## src/rtl/core/jtdk_pkg.sv

```systemverilog
package jtdk_pkg;

   // Register file geometry
   localparam int CSR_WIDTH     = 10;
   localparam int CSR_IDX_WIDTH = 3;
   localparam int THRESH_WIDTH  = 7;
   localparam int MODE_WIDTH    = 3;

   // Percent scale and divider geometry
   localparam int PCT_FULL      = 100;
   localparam int QUOT_BITS     = 7;
   localparam int STEP_WIDTH    = 3;
   localparam logic [STEP_WIDTH-1:0] LAST_STEP = STEP_WIDTH'(QUOT_BITS - 1);

   // Register indexes
   localparam logic [CSR_IDX_WIDTH-1:0] CSR_X_ORIGIN  = 3'd0;
   localparam logic [CSR_IDX_WIDTH-1:0] CSR_Y_ORIGIN  = 3'd1;
   localparam logic [CSR_IDX_WIDTH-1:0] CSR_AXIS_MIN  = 3'd2;
   localparam logic [CSR_IDX_WIDTH-1:0] CSR_AXIS_MAX  = 3'd3;
   localparam logic [CSR_IDX_WIDTH-1:0] CSR_THRESHOLD = 3'd4;
   localparam logic [CSR_IDX_WIDTH-1:0] CSR_MODE      = 3'd5;

   // Operating modes
   localparam logic [MODE_WIDTH-1:0] MODE_MOUSE    = 3'd0;
   localparam logic [MODE_WIDTH-1:0] MODE_SCROLL   = 3'd1;
   localparam logic [MODE_WIDTH-1:0] MODE_WASD     = 3'd2;
   localparam logic [MODE_WIDTH-1:0] MODE_USER     = 3'd3;
   localparam logic [MODE_WIDTH-1:0] MODE_JOYSTICK = 3'd4;

   // Direction actions
   localparam logic [2:0] ACT_NONE         = 3'd0;
   localparam logic [2:0] ACT_PRESS_LOW    = 3'd1;
   localparam logic [2:0] ACT_RELEASE_LOW  = 3'd2;
   localparam logic [2:0] ACT_PRESS_HIGH   = 3'd3;
   localparam logic [2:0] ACT_RELEASE_HIGH = 3'd4;

   // Key families reported with the actions
   localparam logic [1:0] KEYS_WHEEL = 2'd0;
   localparam logic [1:0] KEYS_WASD  = 2'd1;
   localparam logic [1:0] KEYS_USER  = 2'd2;

   // Reset values of the registers
   localparam logic [CSR_WIDTH-1:0]    ORIGIN_RESET    = 10'd512;
   localparam logic [CSR_WIDTH-1:0]    AXIS_MIN_RESET  = 10'd0;
   localparam logic [CSR_WIDTH-1:0]    AXIS_MAX_RESET  = 10'd1023;
   localparam logic [THRESH_WIDTH-1:0] THRESHOLD_RESET = 7'd50;

   typedef struct packed {
      logic [CSR_WIDTH-1:0]    x_origin;
      logic [CSR_WIDTH-1:0]    y_origin;
      logic [CSR_WIDTH-1:0]    axis_min;
      logic [CSR_WIDTH-1:0]    axis_max;
      logic [THRESH_WIDTH-1:0] threshold;
      logic [MODE_WIDTH-1:0]   mode;
   } cfg_type;

   typedef enum logic [2:0] {
      ST_IDLE,
      ST_SETUP,
      ST_DIVIDE,
      ST_STORE,
      ST_PUBLISH
   } state_type;

   typedef struct packed {
      logic                  capture;
      logic                  setup;
      logic                  div_step;
      logic [STEP_WIDTH-1:0] step_idx;
      logic                  store;
      logic                  publish;
      logic                  axis;    // 0 x, 1 y
   } cmd_type;

   typedef struct packed {
      logic bypass;
      logic out_busy;
   } status_type;

   typedef struct packed {
      logic [2:0] action;
      logic       low;
      logic       high;
   } evt_type;

endpackage

```

## src/rtl/core/jtdk_ctrl.sv

```systemverilog
module jtdk_ctrl (
   input  logic                   clock,
   input  logic                   reset,
   input  logic                   req_valid,
   output logic                   req_stall,
   input  jtdk_pkg::status_type   status,
   output jtdk_pkg::cmd_type      cmd
);
   import jtdk_pkg::*;

   state_type             state_ff, state_in;
   logic [STEP_WIDTH-1:0] step_ff, step_in;
   logic                  axis_ff, axis_in;

   // State, step counter and axis select
   always_ff @(posedge clock) begin
      if (reset) begin
         state_ff <= ST_IDLE;
         step_ff  <= LAST_STEP;
         axis_ff  <= 1'b0;
      end else begin
         state_ff <= state_in;
         step_ff  <= step_in;
         axis_ff  <= axis_in;
      end
   end

   // Next state and commands
   always_comb begin
      state_in     = state_ff;
      step_in      = step_ff;
      axis_in      = axis_ff;
      cmd          = '0;
      cmd.axis     = axis_ff;
      cmd.step_idx = step_ff;
      req_stall    = 1'b1;
      case (state_ff)
         ST_IDLE: begin
            req_stall = 1'b0;
            if (req_valid) begin
               cmd.capture = 1'b1;
               axis_in     = 1'b0;
               state_in    = ST_SETUP;
            end
         end
         ST_SETUP: begin
            cmd.setup = 1'b1;
            step_in   = LAST_STEP;
            state_in  = status.bypass ? ST_STORE : ST_DIVIDE;
         end
         ST_DIVIDE: begin
            cmd.div_step = 1'b1;
            if (step_ff == '0) begin
               state_in = ST_STORE;
            end else begin
               step_in = step_ff - 1'b1;
            end
         end
         ST_STORE: begin
            cmd.store = 1'b1;
            if (!axis_ff) begin
               axis_in  = 1'b1;
               state_in = ST_SETUP;
            end else begin
               state_in = ST_PUBLISH;
            end
         end
         ST_PUBLISH: begin
            // hold until the output register is free
            if (!status.out_busy) begin
               cmd.publish = 1'b1;
               state_in    = ST_IDLE;
            end
         end
         default: begin
            state_in = ST_IDLE;
         end
      endcase
   end

endmodule

```

## src/rtl/core/jtdk_dpath.sv

```systemverilog
module jtdk_dpath #(
   parameter int SAMPLE_BITS = 10
) (
   input  logic                   clock,
   input  logic                   reset,
   input  jtdk_pkg::cfg_type      cfg,
   input  jtdk_pkg::cmd_type      cmd,
   output jtdk_pkg::status_type   status,
   input  logic [SAMPLE_BITS-1:0] req_x_sample,
   input  logic [SAMPLE_BITS-1:0] req_y_sample,
   output logic                   rsp_valid,
   input  logic                   rsp_stall,
   output logic signed [7:0]      rsp_x_percent,
   output logic signed [7:0]      rsp_y_percent,
   output logic                   rsp_axis_valid,
   output logic [2:0]             rsp_x_action,
   output logic [2:0]             rsp_y_action,
   output logic [1:0]             rsp_key_set
);
   import jtdk_pkg::*;

   localparam int W     = SAMPLE_BITS;
   localparam int NUM_W = SAMPLE_BITS + QUOT_BITS;

   function automatic evt_type axis_event(logic signed [7:0] p, logic [THRESH_WIDTH-1:0] t,
                                          logic low, logic high);
      logic signed [8:0] pw;
      logic signed [8:0] tp;
      logic signed [8:0] tn;
      evt_type           r;
      pw       = {p[7], p};
      tp       = $signed({2'b00, t});
      tn       = -tp;
      r.action = ACT_NONE;
      r.low    = low;
      r.high   = high;
      if (!low && pw <= tn) begin
         r.action = ACT_PRESS_LOW;
         r.low    = 1'b1;
      end else if (low && pw > tn) begin
         r.action = ACT_RELEASE_LOW;
         r.low    = 1'b0;
      end else if (!high && pw >= tp) begin
         r.action = ACT_PRESS_HIGH;
         r.high   = 1'b1;
      end else if (high && pw < tp) begin
         r.action = ACT_RELEASE_HIGH;
         r.high   = 1'b0;
      end
      return r;
   endfunction

   // Captured samples
   logic [W-1:0] x_samp_ff, y_samp_ff;

   // Divider state
   logic [NUM_W-1:0]     rem_ff;
   logic [W-1:0]         span_ff;
   logic [QUOT_BITS-1:0] quot_ff;
   logic                 neg_ff;

   // Per-axis percents and held flags
   logic signed [7:0] x_pct_ff, y_pct_ff;
   logic              up_held_ff, down_held_ff, left_held_ff, right_held_ff;

   // Result register
   logic              rsp_valid_ff;
   logic signed [7:0] rsp_x_pct_ff, rsp_y_pct_ff;
   logic              rsp_axis_valid_ff;
   logic [2:0]        rsp_x_act_ff, rsp_y_act_ff;
   logic [1:0]        rsp_key_set_ff;

   // Registers resized to the sample width
   logic [W+CSR_WIDTH-1:0] x_org_wide, y_org_wide, lo_wide, hi_wide;
   logic [W-1:0]           x_org, y_org, lo, hi;

   assign x_org_wide = {{W{1'b0}}, cfg.x_origin};
   assign y_org_wide = {{W{1'b0}}, cfg.y_origin};
   assign lo_wide    = {{W{1'b0}}, cfg.axis_min};
   assign hi_wide    = {{W{1'b0}}, cfg.axis_max};
   assign x_org      = x_org_wide[W-1:0];
   assign y_org      = y_org_wide[W-1:0];
   assign lo         = lo_wide[W-1:0];
   assign hi         = hi_wide[W-1:0];

   // Setup: distance, span and the cases that need no division
   logic [W-1:0]         pos, org, delta, span_mag;
   logic [W:0]           span_w;
   logic                 below, span_neg, span_zero, at_origin, bypass;
   logic [QUOT_BITS-1:0] bypass_mag;
   logic [NUM_W-1:0]     numer;

   always_comb begin
      pos       = cmd.axis ? y_samp_ff : x_samp_ff;
      org       = cmd.axis ? y_org : x_org;
      below     = org > pos;
      delta     = below ? (org - pos) : (pos - org);
      span_w    = below ? ({1'b0, org} - {1'b0, lo}) : ({1'b0, hi} - {1'b0, org});
      span_neg  = span_w[W];
      span_zero = (span_w == '0);
      span_mag  = span_w[W-1:0];
      at_origin = (pos == org);
      numer     = NUM_W'(delta) * NUM_W'(PCT_FULL);
      bypass    = at_origin || span_zero || span_neg || (delta >= span_mag);
      if (at_origin || (span_neg && !span_zero)) begin
         bypass_mag = '0;
      end else begin
         bypass_mag = QUOT_BITS'(PCT_FULL);
      end
   end

   assign status.bypass   = bypass;
   assign status.out_busy = rsp_valid_ff && rsp_stall;

   // One quotient bit per step
   logic [NUM_W-1:0] shifted;
   logic             fits;

   assign shifted = NUM_W'(span_ff) << cmd.step_idx;
   assign fits    = rem_ff >= shifted;

   // Signed percent of the current axis
   logic signed [7:0] mag8, signed_pct;

   assign mag8       = $signed({1'b0, quot_ff});
   assign signed_pct = neg_ff ? -mag8 : mag8;

   // Events for both axes
   evt_type x_evt, y_evt;
   logic    event_mode;

   assign x_evt      = axis_event(x_pct_ff, cfg.threshold, left_held_ff, right_held_ff);
   assign y_evt      = axis_event(y_pct_ff, cfg.threshold, up_held_ff, down_held_ff);
   assign event_mode = cfg.mode inside {MODE_SCROLL, MODE_WASD, MODE_USER};

   // Capture, divide, store and publish
   always_ff @(posedge clock) begin
      if (cmd.capture) begin
         x_samp_ff <= req_x_sample;
         y_samp_ff <= req_y_sample;
      end
      if (cmd.setup) begin
         neg_ff  <= below;
         span_ff <= span_mag;
         rem_ff  <= numer;
         quot_ff <= bypass ? bypass_mag : '0;
      end else if (cmd.div_step && fits) begin
         rem_ff                <= rem_ff - shifted;
         quot_ff[cmd.step_idx] <= 1'b1;
      end
      if (cmd.store) begin
         if (cmd.axis) begin
            y_pct_ff <= signed_pct;
         end else begin
            x_pct_ff <= -signed_pct;
         end
      end
      if (cmd.publish) begin
         rsp_x_pct_ff      <= x_pct_ff;
         rsp_y_pct_ff      <= y_pct_ff;
         rsp_axis_valid_ff <= (cfg.mode == MODE_JOYSTICK);
         rsp_x_act_ff      <= event_mode ? x_evt.action : ACT_NONE;
         rsp_y_act_ff      <= event_mode ? y_evt.action : ACT_NONE;
         rsp_key_set_ff    <= event_mode ? 2'(cfg.mode - MODE_SCROLL) : KEYS_WHEEL;
      end
   end

   // Held flags and result valid
   always_ff @(posedge clock) begin
      if (reset) begin
         up_held_ff    <= 1'b0;
         down_held_ff  <= 1'b0;
         left_held_ff  <= 1'b0;
         right_held_ff <= 1'b0;
         rsp_valid_ff  <= 1'b0;
      end else begin
         if (cmd.publish && event_mode) begin
            up_held_ff    <= y_evt.low;
            down_held_ff  <= y_evt.high;
            left_held_ff  <= x_evt.low;
            right_held_ff <= x_evt.high;
         end
         if (cmd.publish) begin
            rsp_valid_ff <= 1'b1;
         end else if (!rsp_stall) begin
            rsp_valid_ff <= 1'b0;
         end
      end
   end

   assign rsp_valid      = rsp_valid_ff;
   assign rsp_x_percent  = rsp_x_pct_ff;
   assign rsp_y_percent  = rsp_y_pct_ff;
   assign rsp_axis_valid = rsp_axis_valid_ff;
   assign rsp_x_action   = rsp_x_act_ff;
   assign rsp_y_action   = rsp_y_act_ff;
   assign rsp_key_set    = rsp_key_set_ff;

endmodule

```

## src/rtl/core/joystick_to_direction_keys_unit.sv

```systemverilog
// Joystick to direction keys.
// Request channel (req_valid / req_stall): one x and one y sample per scan tick.
// Response channel (rsp_valid / rsp_stall): one result beat per request: the
// negated x percent, the y percent, the axis-valid flag, one action per axis
// and the key family.
// Register port (csr_write / csr_index / csr_data): write-only, one register
// per cycle, to be written while the unit is idle; the unit does not enforce it.
// From the accepting edge to rsp_valid, each axis takes a setup step, the
// shared restoring divider (one quotient bit per cycle, skipped when the axis
// is at rest, saturated or its span is negative) and a store step; a publish
// step follows.
// One request is worked on at a time; req_stall is low only when idle.
// A finished response sits in the output register, so the next request is
// taken while rsp_stall holds it; publishing waits only if it is still held.
// Reset (synchronous) loads the register defaults, clears the held flags and
// drops rsp_valid.
module joystick_to_direction_keys_unit #(
   parameter int SAMPLE_BITS = 10
) (
   input  logic                                  clock,
   input  logic                                  reset,
   input  logic                                  req_valid,
   output logic                                  req_stall,
   input  logic [SAMPLE_BITS-1:0]                req_x_sample,
   input  logic [SAMPLE_BITS-1:0]                req_y_sample,
   output logic                                  rsp_valid,
   input  logic                                  rsp_stall,
   output logic signed [7:0]                     rsp_x_percent,
   output logic signed [7:0]                     rsp_y_percent,
   output logic                                  rsp_axis_valid,
   output logic [2:0]                            rsp_x_action,
   output logic [2:0]                            rsp_y_action,
   output logic [1:0]                            rsp_key_set,
   input  logic                                  csr_write,
   input  logic [jtdk_pkg::CSR_IDX_WIDTH-1:0]    csr_index,
   input  logic [jtdk_pkg::CSR_WIDTH-1:0]        csr_data
);
   import jtdk_pkg::*;

   cfg_type    cfg_ff;
   cmd_type    cmd;
   status_type status;

   // Register file
   always_ff @(posedge clock) begin
      if (reset) begin
         cfg_ff.x_origin  <= ORIGIN_RESET;
         cfg_ff.y_origin  <= ORIGIN_RESET;
         cfg_ff.axis_min  <= AXIS_MIN_RESET;
         cfg_ff.axis_max  <= AXIS_MAX_RESET;
         cfg_ff.threshold <= THRESHOLD_RESET;
         cfg_ff.mode      <= MODE_MOUSE;
      end else if (csr_write) begin
         case (csr_index)
            CSR_X_ORIGIN:  cfg_ff.x_origin  <= csr_data;
            CSR_Y_ORIGIN:  cfg_ff.y_origin  <= csr_data;
            CSR_AXIS_MIN:  cfg_ff.axis_min  <= csr_data;
            CSR_AXIS_MAX:  cfg_ff.axis_max  <= csr_data;
            CSR_THRESHOLD: cfg_ff.threshold <= csr_data[THRESH_WIDTH-1:0];
            CSR_MODE:      cfg_ff.mode      <= csr_data[MODE_WIDTH-1:0];
            default: begin
               // drop writes to unused indexes
            end
         endcase
      end
   end

   jtdk_ctrl u_ctrl (
      .clock     (clock),
      .reset     (reset),
      .req_valid (req_valid),
      .req_stall (req_stall),
      .status    (status),
      .cmd       (cmd)
   );

   jtdk_dpath #(
      .SAMPLE_BITS (SAMPLE_BITS)
   ) u_dpath (
      .clock          (clock),
      .reset          (reset),
      .cfg            (cfg_ff),
      .cmd            (cmd),
      .status         (status),
      .req_x_sample   (req_x_sample),
      .req_y_sample   (req_y_sample),
      .rsp_valid      (rsp_valid),
      .rsp_stall      (rsp_stall),
      .rsp_x_percent  (rsp_x_percent),
      .rsp_y_percent  (rsp_y_percent),
      .rsp_axis_valid (rsp_axis_valid),
      .rsp_x_action   (rsp_x_action),
      .rsp_y_action   (rsp_y_action),
      .rsp_key_set    (rsp_key_set)
   );

endmodule

```

## config.mk

```make
export PLATFORM = sky130hd
export DESIGN_NAME = joystick_to_direction_keys_unit
export DESIGN_NICKNAME = d
export VERILOG_FILES = /design/src/rtl/core/jtdk_pkg.sv /design/src/rtl/core/jtdk_ctrl.sv /design/src/rtl/core/jtdk_dpath.sv /design/src/rtl/core/joystick_to_direction_keys_unit.sv
export SDC_FILE = /design/constraint.sdc
export NUM_CORES = 1
export LEC_CHECK = 0
export BUFFER_PORTS_ARGS = -buffer_cell sky130_fd_sc_hd__buf_2
export CORE_MARGIN = 2
export CORE_UTILIZATION = 40
export DETAILED_ROUTE_END_ITERATION = 8
export MAX_ROUTING_LAYER = met4
export PLACE_DENSITY = 0.54
export SKIP_LAST_GASP = 1
export SLEW_MARGIN = 20
export SYNTH_ARGS = -nofsm -noshare
export SYNTH_HDL_FRONTEND = slang
export SYNTH_SLANG_ARGS = --single-unit
```

## constraint.sdc

```tcl
create_clock -name clock -period 8.9 [get_ports clock]
set_input_delay 1.78 -clock clock [delete_from_list [all_inputs] [get_ports clock]]
set_output_delay 1.78 -clock clock [all_outputs]
set_load 0.01 [all_outputs]
```

-- After elaboration in Yosys (flattened, before gate mapping)
Cells that the tools add are included.
- word-level logic and storage cells: 184
- flip-flop bits (word level): 158
- output and inout port bits: 27
- muxes and demuxes: 47
- bitwise logic cells: 7
- shifts and indexed selects: 1
- $mul: 1
- reductions and logical operators: 53
- equal/unequal tests: 19
- $lt $le $gt $ge: 13
- $add $sub $neg: 10
- operator list (kind ; count):
    $mux 17 ; 2
    $mux 10 ; 3
    $mux 7 ; 4
    $reduce_and 2->1 ; 12
    $sub 10x10->11 ; 2
    $mux 3 ; 7
    $sub 10x10->10 ; 2
    $mux 1 ; 19
    $eq 3x2->1 const B ; 6
    $gt 8x9->1 ; 2
    $le 8x9->1 ; 2
    $ge 17x17->1 ; 1
    $shl 10x3->17 ; 1
    $sub 17x17->17 ; 1
    $ge 8x8->1 ; 2
    $lt 8x8->1 ; 2
    $mul 10x5->15 const B ; 1
    $pmux 3 s5 ; 1
    $reduce_bool 2->1 ; 7
    $logic_and 1x1->1 ; 13
    $eq 3x3->1 const B ; 4
    $mux 2 ; 6
    $logic_not 11->1 ; 1
    $mux 11 ; 1
    other kinds (27) ; 49

-- Logic depth before layout (Yosys ltp)
Gate-level depths: netlist of the first run.
- depth in word-level cells: 10
- mapped depth: 30
- depth with buffers taken out: 27

-- Cells and area by module
A second synthesis of the first run with hierarchy kept.
- cells, all modules: 1160
- area total of the unflattened synthesis: 11507.3 sq um
- modules (own cells, without submodules) (module ; area each (sq um) ; cells an instance ; instances):
    jtdk_dpath ; 9027.4 ; 919 ; 1
    joystick_to_direction_keys_unit ; 2028.2 ; 192 ; 1
    jtdk_ctrl ; 451.7 ; 49 ; 1

-- Least setup slack after synthesis of the first run
No wires, ideal clock.
- path kind: reg-to-reg
- start point: register u_ctrl.axis_ff
- end point: register u_dpath.rem_ff[16], data pin
- cell stages (with the launch flop): 29
- path slack: 2290 ps
- buffers on the path: 3
- required time: 8629 ps
- arrival: 6338 ps
- clock period less this slack: 6610 ps
- library setup time: 271 ps
- path through: dfxtp_1 clkbuf_1 buf_1 mux2i_1 inv_1 fa_1 a21oi_1 nor2_1 or3b_4 nand2_4 inv_2 buf_6 mux2_4 a211oi_4 nor2_1 xor2_1 ha_1 ha_1 inv_1 fa_1 inv_1 ha_1 inv_1 o21bai_1 nand2_1 a211o_1 o21ai_0 xnor2_1 o22ai_1
- word-level cells in the longest chain between the ends: 5
- elaborated cells between the ends (all ways): 8
- classes of those cells: 2 x add/sub; 1 x mul; 1 x order compare; 4 x mux
- RTL lines (item ; line ; source):
    start, declared ; jtdk_ctrl.sv:13 ; logic axis_ff, axis_in;
    start signal, assigned ; jtdk_ctrl.sv:24 ; axis_ff <= axis_in;
    $mux 10 (on tied branches) ; jtdk_dpath.sv:94, jtdk_dpath.sv:95 ;
    $sub 10x10->10 or $gt 10x10->1 (tied branches) ; jtdk_dpath.sv:97, jtdk_dpath.sv:96 ;
    $mux 10 * ; jtdk_dpath.sv:97 ; delta = below ? (org - pos) : (pos - org);
    $mul 10x5->15 * ; jtdk_dpath.sv:103 ; numer = NUM_W'(delta) * NUM_W'(PCT_FULL);
    $mux 17 * ; jtdk_dpath.sv:142 ; if (cmd.setup) begin
    end signal, assigned ; jtdk_dpath.sv:145 ; rem_ff <= numer;
    end signal, assigned ; jtdk_dpath.sv:148 ; rem_ff <= rem_ff - shifted;
    end, declared ; jtdk_dpath.sv:57 ; logic [NUM_W-1:0] rem_ff;
Mark *: on every way between the ends. The rest lies on a longest branch, timed or not.
A chain may end at the register's enable or synchronous reset.

-- Worst setup path in the final report of the first run
Ends and elaborated chain as after synthesis.

==> results of run 1 <==
[final cells by class]
type | count | area (um^2)
tap | 378 | 473
sequential | 158 | 4100
clock inverter | 15 | 166
timing repair buffer | 69 | 358
fill | 2799 | 15200
clock buffer | 17 | 425
multi-input combinational | 933 | 6680
inverter | 100 | 375
[flip-flops by register name, indices dropped and copies added, names as in the netlist, 2 cells and up]
register               flops
u_dpath.rsp_y_percent      8
u_ctrl.step_ff             3
u_dpath.x_samp_ff         10
u_dpath.x_pct_ff           8
u_dpath.rsp_x_percent      8
u_dpath.quot_ff            7
u_dpath.span_ff           10
u_dpath.rsp_y_action       3
u_ctrl.state_ff            3
cfg_ff                    50
u_dpath.rsp_x_action       3
u_dpath.y_pct_ff           8
u_dpath.rsp_key_set        2
u_dpath.rem_ff            17
u_dpath.y_samp_ff         10
[cell usage after synthesis (3+ instances only)]
library cell                 n  area [um^2]
sky130_fd_sc_hd__mux2_2      5         56.3
sky130_fd_sc_hd__nor4_1      5         31.3
sky130_fd_sc_hd__fa_1       10          200
sky130_fd_sc_hd__o21a_1     33          248
sky130_fd_sc_hd__nand2_1   170          638
sky130_fd_sc_hd__a21oi_1    87          435
sky130_fd_sc_hd__o21bai_1    4         30.0
sky130_fd_sc_hd__or3_1      12         75.1
sky130_fd_sc_hd__mux2i_1    43          430
sky130_fd_sc_hd__ha_1      141         1760
sky130_fd_sc_hd__buf_1       4         15.0
sky130_fd_sc_hd__a211oi_1   11         82.6
sky130_fd_sc_hd__o31ai_1    10         75.1
sky130_fd_sc_hd__nand3b_1   15          113
sky130_fd_sc_hd__or2_2       7         43.8
sky130_fd_sc_hd__o211ai_1   11         82.6
sky130_fd_sc_hd__xnor2_1    31          272
sky130_fd_sc_hd__nor2b_1    21          131
sky130_fd_sc_hd__o22ai_1     9         56.3
sky130_fd_sc_hd__o31a_1      5         43.8
sky130_fd_sc_hd__clkbuf_1   30          113
sky130_fd_sc_hd__and3_1      6         37.5
sky130_fd_sc_hd__dfxtp_1    64         1280
sky130_fd_sc_hd__o32ai_1     3         26.3
sky130_fd_sc_hd__a31oi_1    10         62.6
sky130_fd_sc_hd__o21ai_0    36          180
sky130_fd_sc_hd__inv_1      99          372
sky130_fd_sc_hd__nand4_1     9         56.3
sky130_fd_sc_hd__or4_1       3         22.5
sky130_fd_sc_hd__edfxtp_1   94         2820
sky130_fd_sc_hd__xor2_1     28          245
sky130_fd_sc_hd__nand2b_1    5         31.3
sky130_fd_sc_hd__nand3_1    27          135
sky130_fd_sc_hd__and2_1      8         50.1
sky130_fd_sc_hd__a21o_1     26          195
sky130_fd_sc_hd__a211o_1     5         43.8
sky130_fd_sc_hd__nor3_1     25          125
sky130_fd_sc_hd__nor2_1     78          293
[where the power goes]
group / switching (mW) / leakage (nW) / total (mW) / internal, mW
Sequential: 0.108 / 1.39 / 1.10 / 0.994
Combinational: 1.91 / 3.68 / 3.29 / 1.38
Clock: 0.363 / 0.284 / 0.740 / 0.377
[metal layers]
layer  up-vias  routed length [um]  GRT usage  part of all wire
met5         -                   0          -                 0
met4         0                 556     0.0592             0.020
met3        37                 916     0.0320             0.033
met2       157               12700      0.320              0.46
met1      4086               13600      0.271              0.49
li1       4476                   -          -                 -
[worst max path at each step]
stage | end | cells past startpoint | slack [ps] | startpoint
after floorplan | u_dpath.rem_ff[16] | 28 | 2290 | u_ctrl.axis_ff
after global placement | u_dpath.rem_ff[16] | 27 | 2080 | u_ctrl.axis_ff
after detailed placement | u_dpath.rem_ff[16] | 27 | 1890 | u_ctrl.axis_ff
after CTS | u_dpath.rem_ff[16] | 27 | 1860 | u_ctrl.axis_ff
after global routing | u_dpath.rem_ff[15] | 24 | 1360 | u_ctrl.axis_ff
final | u_dpath.rem_ff[16] | 27 | 1840 | u_ctrl.axis_ff
[per-stage QoR]
step                       util  hold WS, ps  power [mW]
final                     0.453          457        5.13
after global routing      0.453          480        5.67
after CTS                 0.453          462        5.16
after detailed placement  0.431          451        4.39
after global placement    0.431          439        4.38
after floorplan               -          426        3.65
[kinds of logic (layout without fill, tap and decap cells)]
group | count (synthesis) | count (layout)
flops | 158 | 158
fa+ha+maj | 151 | 151
buf+inv | 137 | 201
xor+xnor | 59 | 59
mux | 49 | 49
simple gates | 401 | 401
compound gates | 273 | 273
[worst min-delay path, cell delays in order (launching register included)]
cell                      delay [ps]
sky130_fd_sc_hd__dfxtp_1         310
sky130_fd_sc_hd__nand2_1          50
sky130_fd_sc_hd__a21oi_1          50
[cell usage in the layout (no fill, tap or decap), types with 33 or more instances in the layout]
master / n
sky130_fd_sc_hd__o21a_1: 33
sky130_fd_sc_hd__o21ai_0: 36
sky130_fd_sc_hd__mux2i_1: 43
sky130_fd_sc_hd__nand2_1: 170
sky130_fd_sc_hd__ha_1: 141
sky130_fd_sc_hd__a21oi_1: 86
sky130_fd_sc_hd__dfxtp_1: 64
sky130_fd_sc_hd__edfxtp_1: 94
sky130_fd_sc_hd__nor2_1: 77
sky130_fd_sc_hd__inv_1: 99
sky130_fd_sc_hd__buf_2: 64
==> results.yml, run 1 <==
drt:
  postRouteAntennaNets: 0
  first_pass_detailed_route_iteration_total: 7
  avgViaCountPerCell: 5.24
  finalWirelength_um: 27800
  post-route-drc-count: 0
  drt-initial-drc-count: 513
  avgRoutedWirePerCell_um: 16.7
  route.vias.total: 8756
status:
  outcome: "finished clean"
clock_network:
  clock_network_latency_to_the_later_pin_of_the_worst_skew_pair_ps: 440
  cts_resized: 0
  cts_inserted_buffers: 17
  clk_slew_on_worst_s_h_paths_ps: 70
  cts_num_sinks: 158
  clock_tree.buffer_depth: 2
  tritoncts: "done"
  post_cts.repair.setup_buffers: 0
  clock_tree.htree_level_count: 4
  cts.hold.buffers_added: 0
  clk_root_buffer_cell: "sky130_fd_sc_hd__clkbuf_16"
synth:
  synthCells: 1228
  syn-mean-instance-area_um2: 9.20
  synth-compound-area-share: 0.160
  asyncSetResetFlopFracSynth: 0
  synth.mux.area_fraction: 0.0444
  post_synthesis_instance_area_mm2: 0.0113
  yosysUniqueCellTypes: 68
  synth-seq-cells: 158
  synth_seq_area_share: 0.363
  syn_nets: 1417
  synth-simple-area-share: 0.166
  synth_adder_area_share: 0.174
  synth-edff-count: 94
  yosysWarnings: 0
  synth_flop_cell: "sky130_fd_sc_hd__edfxtp_1"
  post_synth_xor_area_fraction: 0.0457
  largest_family_of_logic_cells_by_synthesized_area: "adder cells"
cells_and_area:
  layout.cell_area.non_filler_mm2: 0.0126
  antennaDiodeCount: 0
  layout-drive-gt1-share: 0.0998
  flow.area_growth_from_synthesis_pct: 11.3
  post_layout_nonfiller_instances: 1670
  num-nets-final: 1468
timing:
  period_share: 0.793
  rsz0062_at_grt: "false"
  timing.final.hold_violations: 0
  post-route-min-period_ps: 7060
  fin_skew_ps: 12.9
  finalWorstSetupSlack_ps: 1840
  timing.final.max_slew_violations: 0
  maxClockFrequency_ghz: 0.142
  timing.setup.tns_ps: 0
  worstMarginPinSlew_ps: 1040
  setup_viol: 0
  timing.slew.headroom: 0.306
worst_hold_path:
  min_path_cells: 2
  hold-path-endpoint: "cfg_ff[29]"
  hp-start: "cfg_ff[29]"
  hold_path_class: "register to register"
critical_path:
  cp_slowest_stage_delay_ps: 530
  critical_path_class: "register to register"
  worstReg2RegStart: "u_ctrl.axis_ff"
  worst_ep_arrival_ps: 7220
  worstSetupEndpointType: "register"
  timing.reg2reg.worst_path_depth: 27
  cpMaxStageDelayCell: "sky130_fd_sc_hd__fa_1"
  worst_r2r_endpoint: "u_dpath.rem_ff[16]"
  cp_num_buf_inv: 6
  cp-start-kind: "register"
  crit_family: "adder cells"
  critical_path_required_ps: 9060
  r2r_setup_slack_ps: 1840
  path_max_fanout: 20
pwr:
  leakage_nw: 5.35
  vdd_drop_max_v: 0.000351
  power.density_mw_per_mm2: 408
flow_run:
  cap_violations: 0
global_route:
  first_global_vias: 8553
  grt_usage: 0.203
  initial_antenna_violation_count: 0
  grt_first_pass_wirelength_um: 45200
  grt_max_degree: 63
  grt_ovf: 0
placed_design:
  placed_cells: 1638
  placement.io_buffers: 64
  place_area_mm2: 0.0120
  dp.final_hpwl_um: 21700
  preCtsSetupSlack_ps: 1890
  gp_routability_congestion: 0.900
floorplan:
  core_region_area_mm2: 0.0278
  die-height_um: 172
  floorplan.io_pins: 65
  fp.dieArea_mm2: 0.0296
  rows: 61
  fp.dieW_um: 172
  initial_utilization: 0.407
Note: power is estimated with default switching activity, not from simulation.
==> run 2: changes to the inputs <==
--- a/config.mk
+++ b/config.mk
@@ -5,6 +5,7 @@
 export SDC_FILE = /design/constraint.sdc
 export NUM_CORES = 1
 export LEC_CHECK = 0
+export ABC_AREA = 1
 export BUFFER_PORTS_ARGS = -buffer_cell sky130_fd_sc_hd__buf_2
 export CORE_MARGIN = 2
 export CORE_UTILIZATION = 40
==> constraint.sdc (replaced) <==
create_clock -name clock -period 7.2 [get_ports clock]
set_input_delay 1.44 -clock clock [delete_from_list [all_inputs] [get_ports clock]]
set_output_delay 1.44 -clock clock [all_outputs]
set_load 0.01 [all_outputs]
==> results.yml, run 2 <==
pwr:
  power.density_mw_per_mm2: 394
  vdd_drop_max_v: 0.000292
  leakage_nw: 5.85
floorplan:
  rows: 61
  fp.dieArea_mm2: 0.0296
  die-height_um: 172
  floorplan.io_pins: 65
  fp.dieW_um: 172
  initial_utilization: 0.407
  core_region_area_mm2: 0.0278
cells_and_area:
  post_layout_nonfiller_instances: 1875
  number_of_flip_flops_under_the_largest_register_name: 50
  antennaDiodeCount: 0
  layout-drive-gt1-share: 0.100
  nFillCells: 2885
  layout.cells.most_common: "sky130_fd_sc_hd__nand2_1"
  largest_registers: "cfg_ff x50, u_dpath.rem_ff x17"
  largest-register: "cfg_ff"
  layout_common_cells: "278 x sky130_fd_sc_hd__nand2_1, 202 x sky130_fd_sc_hd__inv_1, 141 x sky130_fd_sc_hd__ha_1, 126 x sky130_fd_sc_hd__nor2_1, 122 x sky130_fd_sc_hd__o21ai_0"
  flow.area_growth_from_synthesis_pct: 11.7
  num-nets-final: 1673
clock_network:
  clock_tree.htree_level_count: 4
  clk_root_buffer_cell: "sky130_fd_sc_hd__clkbuf_16"
  clock_tree.buffer_depth: 2
  cts_resized: 0
  cts_num_sinks: 158
  cts.hold.buffers_added: 0
  clock_network_latency_to_the_later_pin_of_the_worst_skew_pair_ps: 440
  post_cts.repair.setup_buffers: 0
  clk_slew_on_worst_s_h_paths_ps: 80
  tritoncts: "done"
  cts_inserted_buffers: 17
timing:
  fin_skew_ps: 13.9
  period_share: 0.905
  worstMarginPinSlew_ps: 891
  post-route-min-period_ps: 6520
  fin_worst_hold_slack_ps: 456
  maxClockFrequency_ghz: 0.153
  timing.final.hold_violations: 0
  rsz0062_at_grt: "false"
  timing.setup.tns_ps: 0
  timing.slew.headroom: 0.400
  timing.final.max_slew_violations: 0
  setup_viol: 0
synth:
  syn-mean-instance-area_um2: 7.95
  synthCells: 1422
  top_cell_type_by_total_area_after_synthesis: "sky130_fd_sc_hd__edfxtp_1"
  post_synthesis_instance_area_mm2: 0.0113
  yosysWarnings: 0
  synth-compound-area-share: 0.131
  synth.mux.area_fraction: 0.00354
  syn_nets: 1611
  synth-edff-count: 94
  synth_adder_area_share: 0.174
  yosys.cell_count.top_type: "sky130_fd_sc_hd__nand2_1"
  ys_top_cells_by_count: "279 x sky130_fd_sc_hd__nand2_1, 201 x sky130_fd_sc_hd__inv_1, 141 x sky130_fd_sc_hd__ha_1, 127 x sky130_fd_sc_hd__nor2_1, 122 x sky130_fd_sc_hd__o21ai_0"
  yosysUniqueCellTypes: 48
  synth-simple-area-share: 0.204
  post_synth_xor_area_fraction: 0.0434
  yosys-top-cells-area: "sky130_fd_sc_hd__edfxtp_1 25%, sky130_fd_sc_hd__ha_1 16%, sky130_fd_sc_hd__dfxtp_1 11%"
  synth_flop_cell: "sky130_fd_sc_hd__edfxtp_1"
  synth-seq-cells: 158
  asyncSetResetFlopFracSynth: 0
  synth_top_cell_area_share: 0.250
  largest_family_of_logic_cells_by_synthesized_area: "simple AND/OR/NAND/NOR gates"
  synth_seq_area_share: 0.363
global_route:
  initial_antenna_violation_count: 0
  grt_ovf: 0
  first_global_vias: 9094
  grt_first_pass_wirelength_um: 47600
  grt_usage: 0.216
  grt_max_degree: 55
worst_hold_path:
  hp-start: "u_dpath.x_pct_ff[0]"
  min_path_cells: 0
  hold_path_class: "register to register"
critical_path:
  cp-start-kind: "register"
  critical_path_class: "register to register"
  critical_path_required_ps: 7380
  timing.reg2reg.worst_path_depth: 29
  worstSetupStartpoint: "u_ctrl.axis_ff"
  cpMaxStageDelayCell: "sky130_fd_sc_hd__xnor2_1"
  worst_ep_arrival_ps: 6700
  worstReg2RegStart: "u_ctrl.axis_ff"
  critical-path-top-cell-by-count: "sky130_fd_sc_hd__inv_1"
  path_max_fanout: 23
  cp_slowest_stage_delay_ps: 560
  worstSetupEndpointType: "register"
drt:
  post-route-drc-count: 0
  met2_length_um: 13500
  avgRoutedWirePerCell_um: 15.7
  avgViaCountPerCell: 4.97
  wl_met3_um: 1120
  maxUsedRoutingLayer: "met4"
  drt-initial-drc-count: 582
  finalWirelength_um: 29500
  postRouteAntennaNets: 0
  first_pass_detailed_route_iteration_total: 5
  route.layer.met1.wl_um: 14200
  route.vias.total: 9315
placed_design:
  placed_cells: 1843
  gp_routability_congestion: 0.927
  dp.final_hpwl_um: 22900
  placement.io_buffers: 64
status:
  outcome: "finished clean"
flow_run:
  cap_violations: 0
## run 2: changes by cell type after synthesis, sizes merged, moves of 12 or more
cell,change
mux2i,-39
or2,+19
nand2,+116
o21a,-27
o21ai,+87
a21o,-25
nand3,+38
nor2b,-21
or3,-12
a21oi,+18
inv,+103
nor2,+52
## run 2: metrics by stage
stage | power (mW) | worst slack, ps | util | area (um^2)
3_5_place_dp | 4.03 | 775 | 0.434 | 12000
6_report | 4.98 | 684 | 0.455 | 12600
5_1_grt | 5.48 | 92.4 | 0.455 | 12600
4_1_cts | 4.99 | 737 | 0.455 | 12600
3_3_place_gp | 4.03 | 967 | 0.433 | 12000
2_1_floorplan | 3.34 | 1610 | - | 11300
## run 2: metal layers
layer	vias to the layer above	global-route usage
li1	4867	-
met1	4206	0.287
met2	198	0.345
met3	44	0.0247
met4	0	0.0716
met5	-	-
## run 2: kinds of logic after synthesis
logic type,count (synthesis)
adders and majority gates,151
buffers and inverters,237
DFF,158
muxes,4
and+or+nand+nor,542
AOI/OAI and AO/OA,274
xor gates and xnor gates,56
## run 2: critical path: cells and delay by family (launching register included)
family	cells	cell delay, ps
fa+ha+maj	5	1950
simple gates	10	1540
compound gates	8	1290
buf+inv	5	560
xor+xnor	1	560
flops	1	340
## run 2: cell type report
type                            instances  area, um^2  share of cell area
Timing Repair Buffer                   74         395              0.0313
Clock inverter                         13         129              0.0102
Clock buffer                           19         454              0.0360
Sequential cell                       158        4100               0.325
Tap cell                              378         473              0.0374
Multi-Input combinational cell       1027        6300               0.499
Inverter                              206         773              0.0612
## run 2: path summary, 6_finish.rpt
kind / endpoint / slack [ps]
setup / recovery: u_dpath.rem_ff[16] / 680
hold reg to reg: u_dpath.rsp_x_percent[0] / 460
setup reg to reg: u_dpath.rem_ff[16] / 680
hold / removal: u_dpath.rsp_x_percent[0] / 460
## run 2: where the power goes
group	internal (mW)	switching, mW	leakage [nW]	total (mW)
Clock	0.505	0.420	0.293	0.925
Combinational	1.05	1.81	4.17	2.86
Sequential	1.13	0.0661	1.39	1.20
Total	2.69	2.30	5.85	4.98
